## config.mk

```make
export PLATFORM = sky130hd
export DESIGN_NAME = clip_driven_auto_gain
export DESIGN_NICKNAME = d
export VERILOG_FILES = /design/src/rtl/core/cdag_pkg.sv /design/src/rtl/core/clip_driven_auto_gain.sv /design/src/rtl/core/cdag_front.sv /design/src/rtl/core/cdag_queue.sv /design/src/rtl/core/cdag_back.sv
export SDC_FILE = /design/constraint.sdc
export NUM_CORES = 2
export LEC_CHECK = 0
export BUFFER_PORTS_ARGS = -buffer_cell sky130_fd_sc_hd__buf_4
export CORE_ASPECT_RATIO = 1.4
export CORE_UTILIZATION = 60
export CTS_CLUSTER_SIZE = 25
export DETAILED_ROUTE_END_ITERATION = 7
export PLACE_DENSITY = 0.83
export RECOVER_POWER = 50
export SETUP_SLACK_MARGIN = 0.5
export SLEW_MARGIN = 30
export SYNTH_ARGS = -nofsm -noshare
export SYNTH_HDL_FRONTEND = slang
export SYNTH_SLANG_ARGS = --single-unit
```

## constraint.sdc

```tcl
create_clock -name clk -period 11.9 [get_ports clk]
set_input_delay 0 -clock clk [delete_from_list [all_inputs] [get_ports clk]]
set_output_delay 0 -clock clk [all_outputs]
set_load 0.02 [all_outputs]
```

## src/rtl/core/cdag_pkg.sv

```systemverilog
`timescale 1ns / 1ps
// Shared types, widths, codes and reset values for the clip-driven auto gain block.
// Depends on nothing; every other file in rtl/core refers to it by scoped names.
package cdag_pkg;

  localparam int CNT_W      = 11;  // read length and clip tally, up to 2047
  localparam int RUN_W      = 23;  // overload and clean run counters
  localparam int GAIN_W     = 17;  // Q16 gain, ratios, floor and ceiling
  localparam int PCT_W      = 7;
  localparam int STEP_W     = 2;
  localparam int THR_W      = 31;
  localparam int LIM_W      = 22;
  localparam int SAMPLE_W   = 32;
  localparam int CFG_ADDR_W = 3;
  localparam int CFG_DATA_W = 31;
  localparam int Q_FRAC     = 16;

  localparam int MAX_READ_DEF    = 1024;
  localparam int QUEUE_DEPTH_DEF = 4;

  localparam logic [RUN_W-1:0]  RUN_MAX   = {RUN_W{1'b1}};
  localparam logic [GAIN_W-1:0] GAIN_MAX  = {GAIN_W{1'b1}};
  localparam logic [PCT_W-1:0]  PCT_MAX   = {PCT_W{1'b1}};
  localparam logic [PCT_W-1:0]  PCT_SCALE = 7'd100;

  // Step codes carried in the result.
  localparam logic [STEP_W-1:0] STEP_NONE = 2'd0;
  localparam logic [STEP_W-1:0] STEP_DOWN = 2'd1;
  localparam logic [STEP_W-1:0] STEP_UP   = 2'd2;

  // Configuration register indexes.
  localparam logic [CFG_ADDR_W-1:0] CFG_CLIP_THRESHOLD   = 3'd0;
  localparam logic [CFG_ADDR_W-1:0] CFG_CLIP_PERCENT     = 3'd1;
  localparam logic [CFG_ADDR_W-1:0] CFG_STEPDOWN_SAMPLES = 3'd2;
  localparam logic [CFG_ADDR_W-1:0] CFG_STEPUP_SAMPLES   = 3'd3;
  localparam logic [CFG_ADDR_W-1:0] CFG_DOWN_RATIO       = 3'd4;
  localparam logic [CFG_ADDR_W-1:0] CFG_UP_RATIO         = 3'd5;
  localparam logic [CFG_ADDR_W-1:0] CFG_GAIN_FLOOR       = 3'd6;
  localparam logic [CFG_ADDR_W-1:0] CFG_GAIN_CEILING     = 3'd7;

  // Register reset values.
  localparam logic [THR_W-1:0]  RST_CLIP_THRESHOLD   = 31'd1932735283;
  localparam logic [PCT_W-1:0]  RST_CLIP_PERCENT     = 7'd1;
  localparam logic [LIM_W-1:0]  RST_STEPDOWN_SAMPLES = 22'd144000;
  localparam logic [LIM_W-1:0]  RST_STEPUP_SAMPLES   = 22'd1440000;
  localparam logic [GAIN_W-1:0] RST_DOWN_RATIO       = 17'd46399;
  localparam logic [GAIN_W-1:0] RST_UP_RATIO         = 17'd73531;
  localparam logic [GAIN_W-1:0] RST_GAIN_FLOOR       = 17'd3277;
  localparam logic [GAIN_W-1:0] RST_GAIN_CEILING     = 17'd65536;
  localparam logic [GAIN_W-1:0] RST_GAIN             = 17'd65536;

  typedef struct packed {
    logic signed [SAMPLE_W-1:0] sample;
    logic                       last_of_read;
  } in_item_t;

  typedef struct packed {
    logic [GAIN_W-1:0] gain;
    logic [PCT_W-1:0]  gain_percent;
    logic [STEP_W-1:0] step_taken;
    logic              read_overloaded;
  } out_item_t;

  typedef struct packed {
    logic [THR_W-1:0]  clip_threshold;
    logic [PCT_W-1:0]  clip_percent;
    logic [LIM_W-1:0]  stepdown_samples;
    logic [LIM_W-1:0]  stepup_samples;
    logic [GAIN_W-1:0] down_ratio;
    logic [GAIN_W-1:0] up_ratio;
    logic [GAIN_W-1:0] gain_floor;
    logic [GAIN_W-1:0] gain_ceiling;
  } cfg_t;

  // Summary of one finished read, handed from the front end to the back end.
  typedef struct packed {
    logic [CNT_W-1:0] tally;
    logic [CNT_W-1:0] length;
  } read_rec_t;

endpackage

```

## src/rtl/core/clip_driven_auto_gain.sv

```systemverilog
`timescale 1ns / 1ps
// Throughput: one sample transaction per cycle, including reads of one sample, unless the queue is full.
// A read's result passes the summary queue, the stage 1 and stage 2 registers and the output register.
// The per-read gain update (one Q16 multiply and clamp) is combinational from the gain register back into it.
// Reset (rst_n low, synchronous): registers return to defaults, gain to unity, counts clear.
// Samples are held off only while the read-summary queue is full behind a stalled output.
module clip_driven_auto_gain #(
  parameter int MAX_READ    = cdag_pkg::MAX_READ_DEF,
  parameter int QUEUE_DEPTH = cdag_pkg::QUEUE_DEPTH_DEF
) (
  input  logic                                clk,
  input  logic                                rst_n,
  input  logic                                in_valid,
  output logic                                in_stall,
  input  cdag_pkg::in_item_t                  in_data,
  output logic                                out_valid,
  input  logic                                out_stall,
  output cdag_pkg::out_item_t                 out_data,
  input  logic                                cfg_we,
  input  logic [cdag_pkg::CFG_ADDR_W-1:0]     cfg_addr,
  input  logic [cdag_pkg::CFG_DATA_W-1:0]     cfg_wdata
);

  // The front end counts samples and clipped samples within each read. When a read
  // ends (marked by the last-of-read flag, or by reaching MAX_READ samples) it
  // pushes a summary of the read into a short queue. The back end pops one summary
  // per cycle unless its result is stalled, judges the read, updates the run counters
  // and the gain, and places the result in an output register. A stalled result
  // stalls only the back end; the queue absorbs finished reads until it fills.

  cdag_pkg::cfg_t      cfg_r;
  cdag_pkg::read_rec_t push_rec;
  cdag_pkg::read_rec_t pop_rec;
  logic                q_push;
  logic                q_pop;
  logic                q_full;
  logic                q_empty;

  // Configuration registers. Writes are expected only while the block is idle,
  // so no read in flight ever sees a change.
  always_ff @(posedge clk) begin
    if (!rst_n) begin
      cfg_r.clip_threshold   <= cdag_pkg::RST_CLIP_THRESHOLD;
      cfg_r.clip_percent     <= cdag_pkg::RST_CLIP_PERCENT;
      cfg_r.stepdown_samples <= cdag_pkg::RST_STEPDOWN_SAMPLES;
      cfg_r.stepup_samples   <= cdag_pkg::RST_STEPUP_SAMPLES;
      cfg_r.down_ratio       <= cdag_pkg::RST_DOWN_RATIO;
      cfg_r.up_ratio         <= cdag_pkg::RST_UP_RATIO;
      cfg_r.gain_floor       <= cdag_pkg::RST_GAIN_FLOOR;
      cfg_r.gain_ceiling     <= cdag_pkg::RST_GAIN_CEILING;
    end else if (cfg_we) begin
      case (cfg_addr)
        cdag_pkg::CFG_CLIP_THRESHOLD: begin
          cfg_r.clip_threshold <= cfg_wdata[cdag_pkg::THR_W-1:0];
        end
        cdag_pkg::CFG_CLIP_PERCENT: begin
          cfg_r.clip_percent <= cfg_wdata[cdag_pkg::PCT_W-1:0];
        end
        cdag_pkg::CFG_STEPDOWN_SAMPLES: begin
          cfg_r.stepdown_samples <= cfg_wdata[cdag_pkg::LIM_W-1:0];
        end
        cdag_pkg::CFG_STEPUP_SAMPLES: begin
          cfg_r.stepup_samples <= cfg_wdata[cdag_pkg::LIM_W-1:0];
        end
        cdag_pkg::CFG_DOWN_RATIO: begin
          cfg_r.down_ratio <= cfg_wdata[cdag_pkg::GAIN_W-1:0];
        end
        cdag_pkg::CFG_UP_RATIO: begin
          cfg_r.up_ratio <= cfg_wdata[cdag_pkg::GAIN_W-1:0];
        end
        cdag_pkg::CFG_GAIN_FLOOR: begin
          cfg_r.gain_floor <= cfg_wdata[cdag_pkg::GAIN_W-1:0];
        end
        cdag_pkg::CFG_GAIN_CEILING: begin
          cfg_r.gain_ceiling <= cfg_wdata[cdag_pkg::GAIN_W-1:0];
        end
        default: begin
          cfg_r <= cfg_r;
        end
      endcase
    end
  end

  cdag_front #(
    .MAX_READ (MAX_READ)
  ) u_front (
    .clk            (clk),
    .rst_n          (rst_n),
    .in_valid       (in_valid),
    .in_stall       (in_stall),
    .in_data        (in_data),
    .clip_threshold (cfg_r.clip_threshold),
    .q_full         (q_full),
    .q_push         (q_push),
    .q_rec          (push_rec)
  );

  cdag_queue #(
    .DEPTH (QUEUE_DEPTH)
  ) u_queue (
    .clk     (clk),
    .rst_n   (rst_n),
    .push    (q_push),
    .rec_in  (push_rec),
    .pop     (q_pop),
    .rec_out (pop_rec),
    .full    (q_full),
    .empty   (q_empty)
  );

  cdag_back u_back (
    .clk       (clk),
    .rst_n     (rst_n),
    .cfg       (cfg_r),
    .q_empty   (q_empty),
    .q_rec     (pop_rec),
    .q_pop     (q_pop),
    .out_valid (out_valid),
    .out_stall (out_stall),
    .out_data  (out_data)
  );

endmodule

```

## src/rtl/core/cdag_front.sv

```systemverilog
`timescale 1ns / 1ps
// Front end: accepts samples, flags clipped ones and counts each read.
// Depends on cdag_pkg.
module cdag_front #(
  parameter int MAX_READ = cdag_pkg::MAX_READ_DEF
) (
  input  logic                                clk,
  input  logic                                rst_n,
  input  logic                                in_valid,
  output logic                                in_stall,
  input  cdag_pkg::in_item_t                  in_data,
  input  logic [cdag_pkg::THR_W-1:0]          clip_threshold,
  input  logic                                q_full,
  output logic                                q_push,
  output cdag_pkg::read_rec_t                 q_rec
);

  localparam int CW = cdag_pkg::CNT_W;
  localparam int SW = cdag_pkg::SAMPLE_W;

  logic [CW-1:0] tally_r, tally_nxt;
  logic [CW-1:0] len_r, len_nxt;
  logic [SW-1:0] raw;
  logic [SW-1:0] mag;
  logic          clip;
  logic          accept;
  logic          read_end;
  logic [CW-1:0] tally_inc;
  logic [CW-1:0] len_inc;

  assign in_stall = q_full;
  assign accept   = in_valid && !q_full;

  // The magnitude of the most negative sample is 2^31, which still fits unsigned.
  assign raw  = in_data.sample;
  assign mag  = raw[SW-1] ? SW'(~raw + SW'(1)) : raw;
  assign clip = mag > {1'b0, clip_threshold};

  assign tally_inc = tally_r + CW'(clip);
  assign len_inc   = len_r + CW'(1);
  assign read_end  = in_data.last_of_read || (len_inc == CW'(MAX_READ));

  assign q_push       = accept && read_end;
  assign q_rec.tally  = tally_inc;
  assign q_rec.length = len_inc;

  always_comb begin
    tally_nxt = tally_r;
    len_nxt   = len_r;
    if (accept) begin
      if (read_end) begin
        tally_nxt = '0;
        len_nxt   = '0;
      end else begin
        tally_nxt = tally_inc;
        len_nxt   = len_inc;
      end
    end
  end

  always_ff @(posedge clk) begin
    if (!rst_n) begin
      tally_r <= '0;
      len_r   <= '0;
    end else begin
      tally_r <= tally_nxt;
      len_r   <= len_nxt;
    end
  end

endmodule

```

## src/rtl/core/cdag_queue.sv

```systemverilog
`timescale 1ns / 1ps
// Short queue of finished read summaries between the front and back ends.
// Depends on cdag_pkg.
module cdag_queue #(
  parameter int DEPTH = cdag_pkg::QUEUE_DEPTH_DEF
) (
  input  logic                clk,
  input  logic                rst_n,
  input  logic                push,
  input  cdag_pkg::read_rec_t rec_in,
  input  logic                pop,
  output cdag_pkg::read_rec_t rec_out,
  output logic                full,
  output logic                empty
);

  localparam int PTR_W = (DEPTH > 1) ? $clog2(DEPTH) : 1;
  localparam int CNT_W = $clog2(DEPTH + 1);

  cdag_pkg::read_rec_t mem_r [DEPTH];
  logic [PTR_W-1:0] wr_ptr_r, wr_ptr_nxt;
  logic [PTR_W-1:0] rd_ptr_r, rd_ptr_nxt;
  logic [CNT_W-1:0] count_r, count_nxt;
  logic             do_push;
  logic             do_pop;

  assign full    = count_r == CNT_W'(DEPTH);
  assign empty   = count_r == '0;
  assign do_push = push && !full;
  assign do_pop  = pop && !empty;
  assign rec_out = mem_r[rd_ptr_r];

  always_comb begin
    wr_ptr_nxt = wr_ptr_r;
    rd_ptr_nxt = rd_ptr_r;
    count_nxt  = count_r;
    if (do_push) begin
      wr_ptr_nxt = (wr_ptr_r == PTR_W'(DEPTH - 1)) ? '0 : wr_ptr_r + PTR_W'(1);
    end
    if (do_pop) begin
      rd_ptr_nxt = (rd_ptr_r == PTR_W'(DEPTH - 1)) ? '0 : rd_ptr_r + PTR_W'(1);
    end
    if (do_push && !do_pop) begin
      count_nxt = count_r + CNT_W'(1);
    end else if (do_pop && !do_push) begin
      count_nxt = count_r - CNT_W'(1);
    end
  end

  always_ff @(posedge clk) begin
    if (!rst_n) begin
      wr_ptr_r <= '0;
      rd_ptr_r <= '0;
      count_r  <= '0;
    end else begin
      wr_ptr_r <= wr_ptr_nxt;
      rd_ptr_r <= rd_ptr_nxt;
      count_r  <= count_nxt;
    end
  end

  always_ff @(posedge clk) begin
    if (do_push) begin
      mem_r[wr_ptr_r] <= rec_in;
    end
  end

  // The front end holds off samples while the queue is full, so no summary is dropped.
  a_no_push_when_full: assert property (@(posedge clk) disable iff (!rst_n)
    push |-> !full)
    else $error("read summary pushed into a full queue");

  a_count_in_range: assert property (@(posedge clk) disable iff (!rst_n)
    count_r <= CNT_W'(DEPTH))
    else $error("queue occupancy beyond its depth");

endmodule

```

## src/rtl/core/cdag_back.sv

```systemverilog
`timescale 1ns / 1ps
// Back end: judges each read, updates the run counters and the gain, drives results.
// Depends on cdag_pkg.
module cdag_back (
  input  logic                clk,
  input  logic                rst_n,
  input  cdag_pkg::cfg_t      cfg,
  input  logic                q_empty,
  input  cdag_pkg::read_rec_t q_rec,
  output logic                q_pop,
  output logic                out_valid,
  input  logic                out_stall,
  output cdag_pkg::out_item_t out_data
);

  localparam int CW     = cdag_pkg::CNT_W;
  localparam int RW     = cdag_pkg::RUN_W;
  localparam int GW     = cdag_pkg::GAIN_W;
  localparam int PW     = cdag_pkg::PCT_W;
  localparam int QF     = cdag_pkg::Q_FRAC;
  localparam int PROD_W = CW + PW;
  localparam int MUL_W  = 2 * GW;
  localparam int PCTP_W = GW + PW;

  logic                        pipe_en;

  // Stage 1: verdict on the read.
  logic                        s1_valid_r;
  logic                        s1_over_r;
  logic [CW-1:0]               s1_len_r;
  logic [PROD_W-1:0]           tally_scaled;
  logic [PROD_W-1:0]           len_scaled;
  logic                        over_now;

  // Stage 2: run counters and gain.
  logic                        s2_valid_r;
  logic                        s2_over_r;
  logic [cdag_pkg::STEP_W-1:0] s2_step_r, s2_step_nxt;
  logic [RW-1:0]               ovl_run_r, ovl_run_nxt;
  logic [RW-1:0]               cln_run_r, cln_run_nxt;
  logic [GW-1:0]               gain_r, gain_nxt;
  logic [RW:0]                 ovl_sum, cln_sum;
  logic [RW-1:0]               ovl_sat, cln_sat;
  logic                        down_hit, up_hit;
  logic [MUL_W-1:0]            down_prod, up_prod;
  logic [GW-1:0]               down_sat, up_sat;
  logic [GW-1:0]               down_gain, up_gain;

  // Stage 3: output register.
  logic                        out_valid_r;
  cdag_pkg::out_item_t         out_data_r;
  logic [PCTP_W-1:0]           pct_prod;
  logic [PCTP_W-QF-1:0]        pct_raw;
  logic [PW-1:0]               pct;

  // The whole back end moves together whenever the output register can take a value.
  assign pipe_en = !out_valid_r || !out_stall;
  assign q_pop   = pipe_en && !q_empty;

  // tally > floor(len * pct / 100) holds exactly when 100 * tally > len * pct.
  assign tally_scaled = PROD_W'(q_rec.tally) * PROD_W'(cdag_pkg::PCT_SCALE);
  assign len_scaled   = PROD_W'(q_rec.length) * PROD_W'(cfg.clip_percent);
  assign over_now     = tally_scaled > len_scaled;

  always_ff @(posedge clk) begin
    if (!rst_n) begin
      s1_valid_r <= 1'b0;
    end else if (pipe_en) begin
      s1_valid_r <= !q_empty;
    end
  end

  always_ff @(posedge clk) begin
    if (q_pop) begin
      s1_over_r <= over_now;
      s1_len_r  <= q_rec.length;
    end
  end

  assign ovl_sum  = {1'b0, ovl_run_r} + (RW + 1)'(s1_len_r);
  assign cln_sum  = {1'b0, cln_run_r} + (RW + 1)'(s1_len_r);
  assign ovl_sat  = ovl_sum[RW] ? cdag_pkg::RUN_MAX : ovl_sum[RW-1:0];
  assign cln_sat  = cln_sum[RW] ? cdag_pkg::RUN_MAX : cln_sum[RW-1:0];
  assign down_hit = ovl_sat >= RW'(cfg.stepdown_samples);
  assign up_hit   = cln_sat >= RW'(cfg.stepup_samples);

  // Both candidate products come straight from the gain register.
  assign down_prod = MUL_W'(gain_r) * MUL_W'(cfg.down_ratio);
  assign up_prod   = MUL_W'(gain_r) * MUL_W'(cfg.up_ratio);
  assign down_sat  = down_prod[QF+GW] ? cdag_pkg::GAIN_MAX : down_prod[QF+GW-1:QF];
  assign up_sat    = up_prod[QF+GW] ? cdag_pkg::GAIN_MAX : up_prod[QF+GW-1:QF];
  assign down_gain = (down_sat < cfg.gain_floor) ? cfg.gain_floor : down_sat;
  assign up_gain   = (up_sat > cfg.gain_ceiling) ? cfg.gain_ceiling : up_sat;

  always_comb begin
    ovl_run_nxt = ovl_run_r;
    cln_run_nxt = cln_run_r;
    gain_nxt    = gain_r;
    s2_step_nxt = cdag_pkg::STEP_NONE;
    if (s1_over_r) begin
      cln_run_nxt = '0;
      if (down_hit) begin
        ovl_run_nxt = '0;
        gain_nxt    = down_gain;
        s2_step_nxt = cdag_pkg::STEP_DOWN;
      end else begin
        ovl_run_nxt = ovl_sat;
      end
    end else begin
      ovl_run_nxt = '0;
      if (up_hit) begin
        cln_run_nxt = '0;
        gain_nxt    = up_gain;
        s2_step_nxt = cdag_pkg::STEP_UP;
      end else begin
        cln_run_nxt = cln_sat;
      end
    end
  end

  always_ff @(posedge clk) begin
    if (!rst_n) begin
      s2_valid_r <= 1'b0;
      ovl_run_r  <= '0;
      cln_run_r  <= '0;
      gain_r     <= cdag_pkg::RST_GAIN;
    end else if (pipe_en) begin
      s2_valid_r <= s1_valid_r;
      if (s1_valid_r) begin
        ovl_run_r <= ovl_run_nxt;
        cln_run_r <= cln_run_nxt;
        gain_r    <= gain_nxt;
      end
    end
  end

  always_ff @(posedge clk) begin
    if (pipe_en && s1_valid_r) begin
      s2_step_r <= s2_step_nxt;
      s2_over_r <= s1_over_r;
    end
  end

  // gain_r already holds the gain that stage 2 produced for the read it carries.
  assign pct_prod = PCTP_W'(gain_r) * PCTP_W'(cdag_pkg::PCT_SCALE);
  assign pct_raw  = pct_prod[PCTP_W-1:QF];
  assign pct      = (pct_raw > (PCTP_W - QF)'(cdag_pkg::PCT_MAX)) ? cdag_pkg::PCT_MAX
                                                                   : pct_raw[PW-1:0];

  always_ff @(posedge clk) begin
    if (!rst_n) begin
      out_valid_r <= 1'b0;
    end else if (pipe_en) begin
      out_valid_r <= s2_valid_r;
    end
  end

  always_ff @(posedge clk) begin
    if (pipe_en && s2_valid_r) begin
      out_data_r.gain            <= gain_r;
      out_data_r.gain_percent    <= pct;
      out_data_r.step_taken      <= s2_step_r;
      out_data_r.read_overloaded <= s2_over_r;
    end
  end

  assign out_valid = out_valid_r;
  assign out_data  = out_data_r;

  // A read clears the opposite run, so at most one run is ever counting.
  a_runs_exclusive: assert property (@(posedge clk) disable iff (!rst_n)
    !((ovl_run_r != '0) && (cln_run_r != '0)))
    else $error("overload and clean runs both nonzero");

  // A stalled result freezes the whole back end.
  a_stall_freezes: assert property (@(posedge clk) disable iff (!rst_n)
    out_valid_r && out_stall |=> $stable(s1_valid_r) && $stable(gain_r))
    else $error("back end advanced while its result was stalled");

  // A step up only follows a clean read, a step down only an overloaded one.
  a_step_matches_verdict: assert property (@(posedge clk) disable iff (!rst_n)
    out_valid_r |->
      !((out_data_r.step_taken == cdag_pkg::STEP_UP) && out_data_r.read_overloaded) &&
      !((out_data_r.step_taken == cdag_pkg::STEP_DOWN) && !out_data_r.read_overloaded))
    else $error("gain step disagrees with the read verdict");

endmodule

```

Word-level counts from Yosys, hierarchy flattened:

Memories as Yosys holds them, arrays and structs flattened. A register that Yosys moved wholly into a read port is not among the register bits.
Cells that the tools add are included.

* register bits after elaboration: 287
* RAM bits: 88
* bits of input ports: 72
* output and inout port bits: 29
* memories: 1

Memories
* u_queue.mem_r: words 4, bits a word 22, rd ports 1, clocked after Yosys merged registers in 1, wr ports 1, RTL line cdag_queue.sv:20 `cdag_pkg::read_rec_t mem_r [DEPTH];`

* add/subtract/negate cells: 9
* $mul: 5
* order comparisons: 7
* equality and inequality tests: 12
* multiplexer cells: 27
* bitwise gates (word level): 1
* reduce and logical (&&, ||, !) cells: 31

Operators with widths (count)
* $mux W23: 6
* $mux W17: 7
* $mul A17 B17 Y34: 2
* $add A23 B11 Y24: 2
* $ge A23 B22 Y1: 2
* $add A32 B1 Y32 const B: 1
* $gt A32 B31 Y1: 1
* $mux W32: 1
* $not A32 Y32: 1
* $mul A17 B5 Y22 const B: 1
* $mux W11: 2
* $gt A18 B18 Y1: 1
* $mul A11 B7 Y18: 1
* $reduce_and A2 Y1: 9
* $gt A17 B17 Y1: 1
* $lt A17 B17 Y1: 1
* $mul A11 B5 Y16 const B: 1
* $eq A3 B3 Y1 const B: 5
* $mux W2: 6
* $add A11 B1 Y11: 1
* $add A11 B1 Y11 const B: 1
* $eq A11 B11 Y1 const B: 1
* $logic_and A1 B1 Y1: 9
* $gt A8 B7 Y1 const B: 1
* 14 further kinds: 28

Depth between registers and ports, before layout:

* word-level depth: 9
* mapped depth: 38
* depth with buffers taken out: 34

Cells and area by module:

Synthesis repeated with hierarchy kept, for this count alone.

* cells, all modules: 4752
* area, all modules: 43265.2 um^2

By module, submodules not included
* cdag_back: times used 1, cells each 3656, area an instance 30933.4 um^2, seq. area each 2582.5 um^2
* clip_driven_auto_gain: times used 1, cells each 557, area an instance 5810.6 um^2, seq. area each 3002.9 um^2
* cdag_queue: times used 1, cells each 165, area an instance 3731.1 um^2, seq. area each 2822.7 um^2
* cdag_front: times used 1, cells each 374, area an instance 2790.2 um^2, seq. area each 440.4 um^2

Worst setup path after synthesis:

OpenSTA, ideal clock, no wires.

* kind: flip-flop to flip-flop
* from: reg u_back.gain_r[13]
* to: reg u_back.gain_r[10]
* setup time: 74 ps
* data arrival time: 8722 ps
* data required time: 11826 ps
* slack: 3104 ps
* stages on the path, launching flop included: 36
* period minus slack after synthesis: 8796 ps
* cells stage by stage: dfxtp_1 clkbuf_1 clkbuf_1 nand2_1 fa_1 inv_1 fa_1 fa_1 inv_1 fa_1 inv_1 fa_1 inv_1 fa_1 inv_1 ha_1 and4_1 a221oi_1 o211ai_1 o31a_1 a221o_1 xnor2_1 clkbuf_1 clkbuf_1 nand2_1 ha_1 a21o_1 a21o_1 a221o_1 o21ai_0 a21o_1 clkbuf_1 clkbuf_1 nor2_1 a311o_1 a31oi_1

* longest elaborated chain between the ends: 6
* elaborated cells between the ends (all ways): 11
* those cells by class: mul (2); order compare (2); mux (7)

RTL lines
* start: declaration: RTL line cdag_back.sv:41 `logic [GW-1:0] gain_r, gain_nxt;`
* start signal: assignment: RTL line cdag_back.sv:126 `gain_r <= cdag_pkg::RST_GAIN;`
* start signal: assignment: RTL line cdag_back.sv:132 `gain_r <= gain_nxt;`
* $mul A17 B17 Y34, on equally long branches: RTL line cdag_back.sv:89, cdag_back.sv:88
* $mux W17, on equally long branches: RTL line cdag_back.sv:91, cdag_back.sv:90
* $gt A17 B17 Y1 or $lt A17 B17 Y1 (tied branches): RTL line cdag_back.sv:93, cdag_back.sv:92
* $mux W17, on equally long branches: RTL line cdag_back.sv:93, cdag_back.sv:92
* $mux W17, on equally long branches: RTL line cdag_back.sv:111, cdag_back.sv:102
* $mux W17 *: RTL line cdag_back.sv:100 `if (s1_over_r) begin`

Every way passes the cells marked *; elsewhere a longest branch is shown, timed or not. The select of a mux whose other input is x is not followed.
A chain may end at the register's enable or synchronous reset.

Final worst setup path:

* from: reg u_back.gain_r[16]
* to: reg u_back.gain_r[9]

Same word-level chain as after synthesis.

==> summary.md <==
| Metric | Value |
|---|---|
| Worst Hold Margin | `0.0256 ns` |
| Netlist cell types | `78` |
| Most frequent cells in the layout | `836 x inv_1, 827 x nand2_1, 508 x fa_1` |
| Die H | `318 microns` |
| Number of DRC markers in iteration 0 | `2182` |
| Startpoint types | `register` |
| Worst-Skew Late Latency | `0.60 ns` |
| FMAX | `92.6 MHz` |
| GRT Total Usage | `0.310` |
| Syn Inst Count | `4797` |
| Final nets | `5860` |
| Mean post-synth cell area | `8.91 sq um` |
| Largest net degree at the start of global routing | `113` |
| Detailed-route DRC error count | `0` |
| # IOs | `101` |
| FILL cells | `5494` |
| Arrival @ worst endpoint | `11.33 ns` |
| Violated checks | `capacitance limit, slew limit` |
| Max Cap Viol | `5` |
| RSZ-0062 raised after global routing | `false` |
| Sequential area share after synthesis | `0.207` |
| Initial antenna violation count | `3` |
| Clk buf depth | `3` |
| Final setup TNS | `0 ns` |
| Rows | `115` |
| Final WS setup | `1.10 ns` |
| FF+latch count, synth | `377` |
| Remaining Overflow, GRT | `0` |
| Postcts setup bufs | `0` |
| Final hold violations | `0` |
| Slowest cell on the critical path | `clkbuf_1` |
| Crit. End Element | `register` |
| Count of pins over their slew limit | `314` |
| Fin Clk Skew | `0.0529 ns` |
| Wire per inst | `18.7 microns` |
| Worst-margin pin slew | `4.07 ns` |
| Post-synthesis async set-or-reset flop share | `0` |
| DRT antenna net count | `0` |
| Via/cell ratio | `5.81` |
| Area Overhead vs Synth | `7.38%` |
| Initial Util | `0.608` |
| Die area | `72300 sq um` |
| Non-Filler Instances | `5757` |
| Syn Std Cell Area | `42800 sq um` |
| Fin crit share | `0.908` |
| Commonest non-fill, non-tap cell in the layout | `inv_1` |
| Synthesized Nets | `5871` |
| Most used flip-flop cell after synthesis | `dfxtp_1` |
| Placer Congestion | `0.965` |
| DR vias | `33.5k` |
| Post-cts resize count | `0` |
| Crit Path Class | `reg -> reg` |
| Worst-path fanout max | `34` |
| Die outline width | `228 microns` |
| Layout cell share with drive strength beyond 1 | `0.0513` |
| Endpoints failing setup | `0` |
| CORE AREA | `70400 sq um` |
| Pre-CTS setup slack | `1.94 ns` |
| Ys Warns | `0` |
| CTS tree | `done` |
| CP max stage delay | `1.35 ns` |
| Clock transition at the registers of the reported paths | `0.06 ns` |
| Post-synth EDFFs | `130` |
| CTS Hold Bufs | `37` |
| Critical path's most frequent cell | `fa_1` |
| Status | `finished, violations left` |
| Root Buffer Master | `clkbuf_16` |
| H-tree lvl count | `2` |
| Vias in the first global route | `35.5k` |
| Routed wire length | `108000 microns` |
| Post-DP HPWL | `81600 microns` |
| Cts bufs inserted | `41` |
| First-pass GRT wire length | `177000 microns` |
| Worst Hold Class | `in -> reg` |
| Worst EP required | `12.42 ns` |
| TritonCTS Sinks | `377` |
| Placed Cells | `5642` |
| Max transition margin | `-1.72` |
| IO Port Bufs | `100` |
| DRT Pass-1 Iters | `6` |
| Final min period | `10.80 ns` |
routing by layer:
metal | vias to the layer above | wire [microns] | GRT usage
met5 | - | 68 | 0.00206
met4 | 4 | 7620 | 0.200
met1 | 16300 | 37600 | 0.342
met3 | 446 | 8080 | 0.0541
met2 | 1354 | 54400 | 0.543
li1 | 15400 | - | -
cell type report:
type,instances,area (sq um),share of cell area
repair buffers,175,1270,0.0276
clock inverters,25,342,0.00744
multi-input cells,3355,30000,0.653
inverters,836,3140,0.0683
well taps,936,1170,0.0255
flip-flops and latches,377,8850,0.193
diodes,2,5.00,0.000109
clock buffers,51,1160,0.0252
kinds of logic (layout without fill, tap and decap cells):
kind of cell | count (synthesis) | in the layout | synth area share
other | 0 | 2 | 0
muxes | 40 | 40 | 0.0162
AOI/OAI and AO/OA | 646 | 646 | 0.104
buffers and inverters | 1065 | 1087 | 0.0939
DFF | 377 | 377 | 0.207
adders and majority gates | 1002 | 1002 | 0.382
xor gates and xnor gates | 142 | 142 | 0.0291
and+or+nand+nor | 1525 | 1525 | 0.168
sequential cells by signal, summed over array words and instances (netlist names), named ones only:
signal             cells
u_back.s2_step_r       2
u_back.s1_over_r       1
u_back.s1_valid_r      1
u_back.cln_run_r      23
u_queue.wr_ptr_r       2
cfg_r                150
u_front.tally_r       11
u_queue.count_r        3
u_back.out_valid       1
u_back.s2_valid_r      1
u_back.s1_len_r       11
u_back.gain_r         17
u_front.len_r         11
u_queue.mem_r         88
u_back.s2_over_r       1
u_queue.rd_ptr_r       2
u_back.out_data       27
u_back.ovl_run_r      23
worst max-delay path: cells and delay by family (launching register included):
kind            cells  cell delay (ns)
buf+inv             5             1.88
fa+ha+maj           8             3.62
simple gates        6             0.79
xor+xnor            1             0.50
compound gates     10             3.21
flops               1             0.69
cell usage after synthesis, types with 9 or more instances:
master,n,area (sq um)
inv_1,836,3140
nand2_1,828,3110
fa_1,508,10200
ha_1,494,6180
and2_1,253,1580
dfxtp_1,247,4940
clkbuf_1,210,788
edfxtp_1,130,3900
a21boi_0,114,856
nor2_1,114,428
o21ai_0,104,521
a21oi_1,96,480
nand3_1,95,475
xnor2_1,95,832
nor2b_1,74,463
a21o_1,71,533
o211ai_1,52,390
a22oi_1,50,375
xor2_1,47,412
o21a_1,31,233
nand4_1,30,188
nand2b_1,26,163
a31oi_1,22,138
mux4_2,22,495
and3_1,21,131
nor3_1,20,100
a211oi_1,15,113
and4_1,12,105
mux2_2,12,135
o21bai_1,10,75.1
o31ai_1,9,67.6
path summary, 6_finish.rpt:
check / from / endpoint / slack (ns) / depth (start not counted)
max reg2reg: u_back.gain_r[16]$_SDFFE_PN1P_ / u_back.gain_r[9]$_SDFFE_PN0P_ / 1.10 / 30
min: cfg_addr[2] / cfg_r[112]$_SDFFE_PN1P_ / 0.03 / 5
max: u_back.gain_r[16]$_SDFFE_PN1P_ / u_back.gain_r[9]$_SDFFE_PN0P_ / 1.10 / 30
min reg2reg: u_back.s2_over_r$_DFFE_PP_ / u_back.out_data[0]$_DFFE_PP_ / 0.43 / 0
through the flow:
stage          area, sq um  utilization
5_1_grt              45900        0.652
3_5_place_dp         44200        0.628
4_1_cts              46000        0.654
3_3_place_gp         44100        0.627
6_report             45900        0.653
2_1_floorplan        42800            -
Power is not shown: default switching activity piles up to over one toggle a cycle in this logic, so the estimate is an artifact.
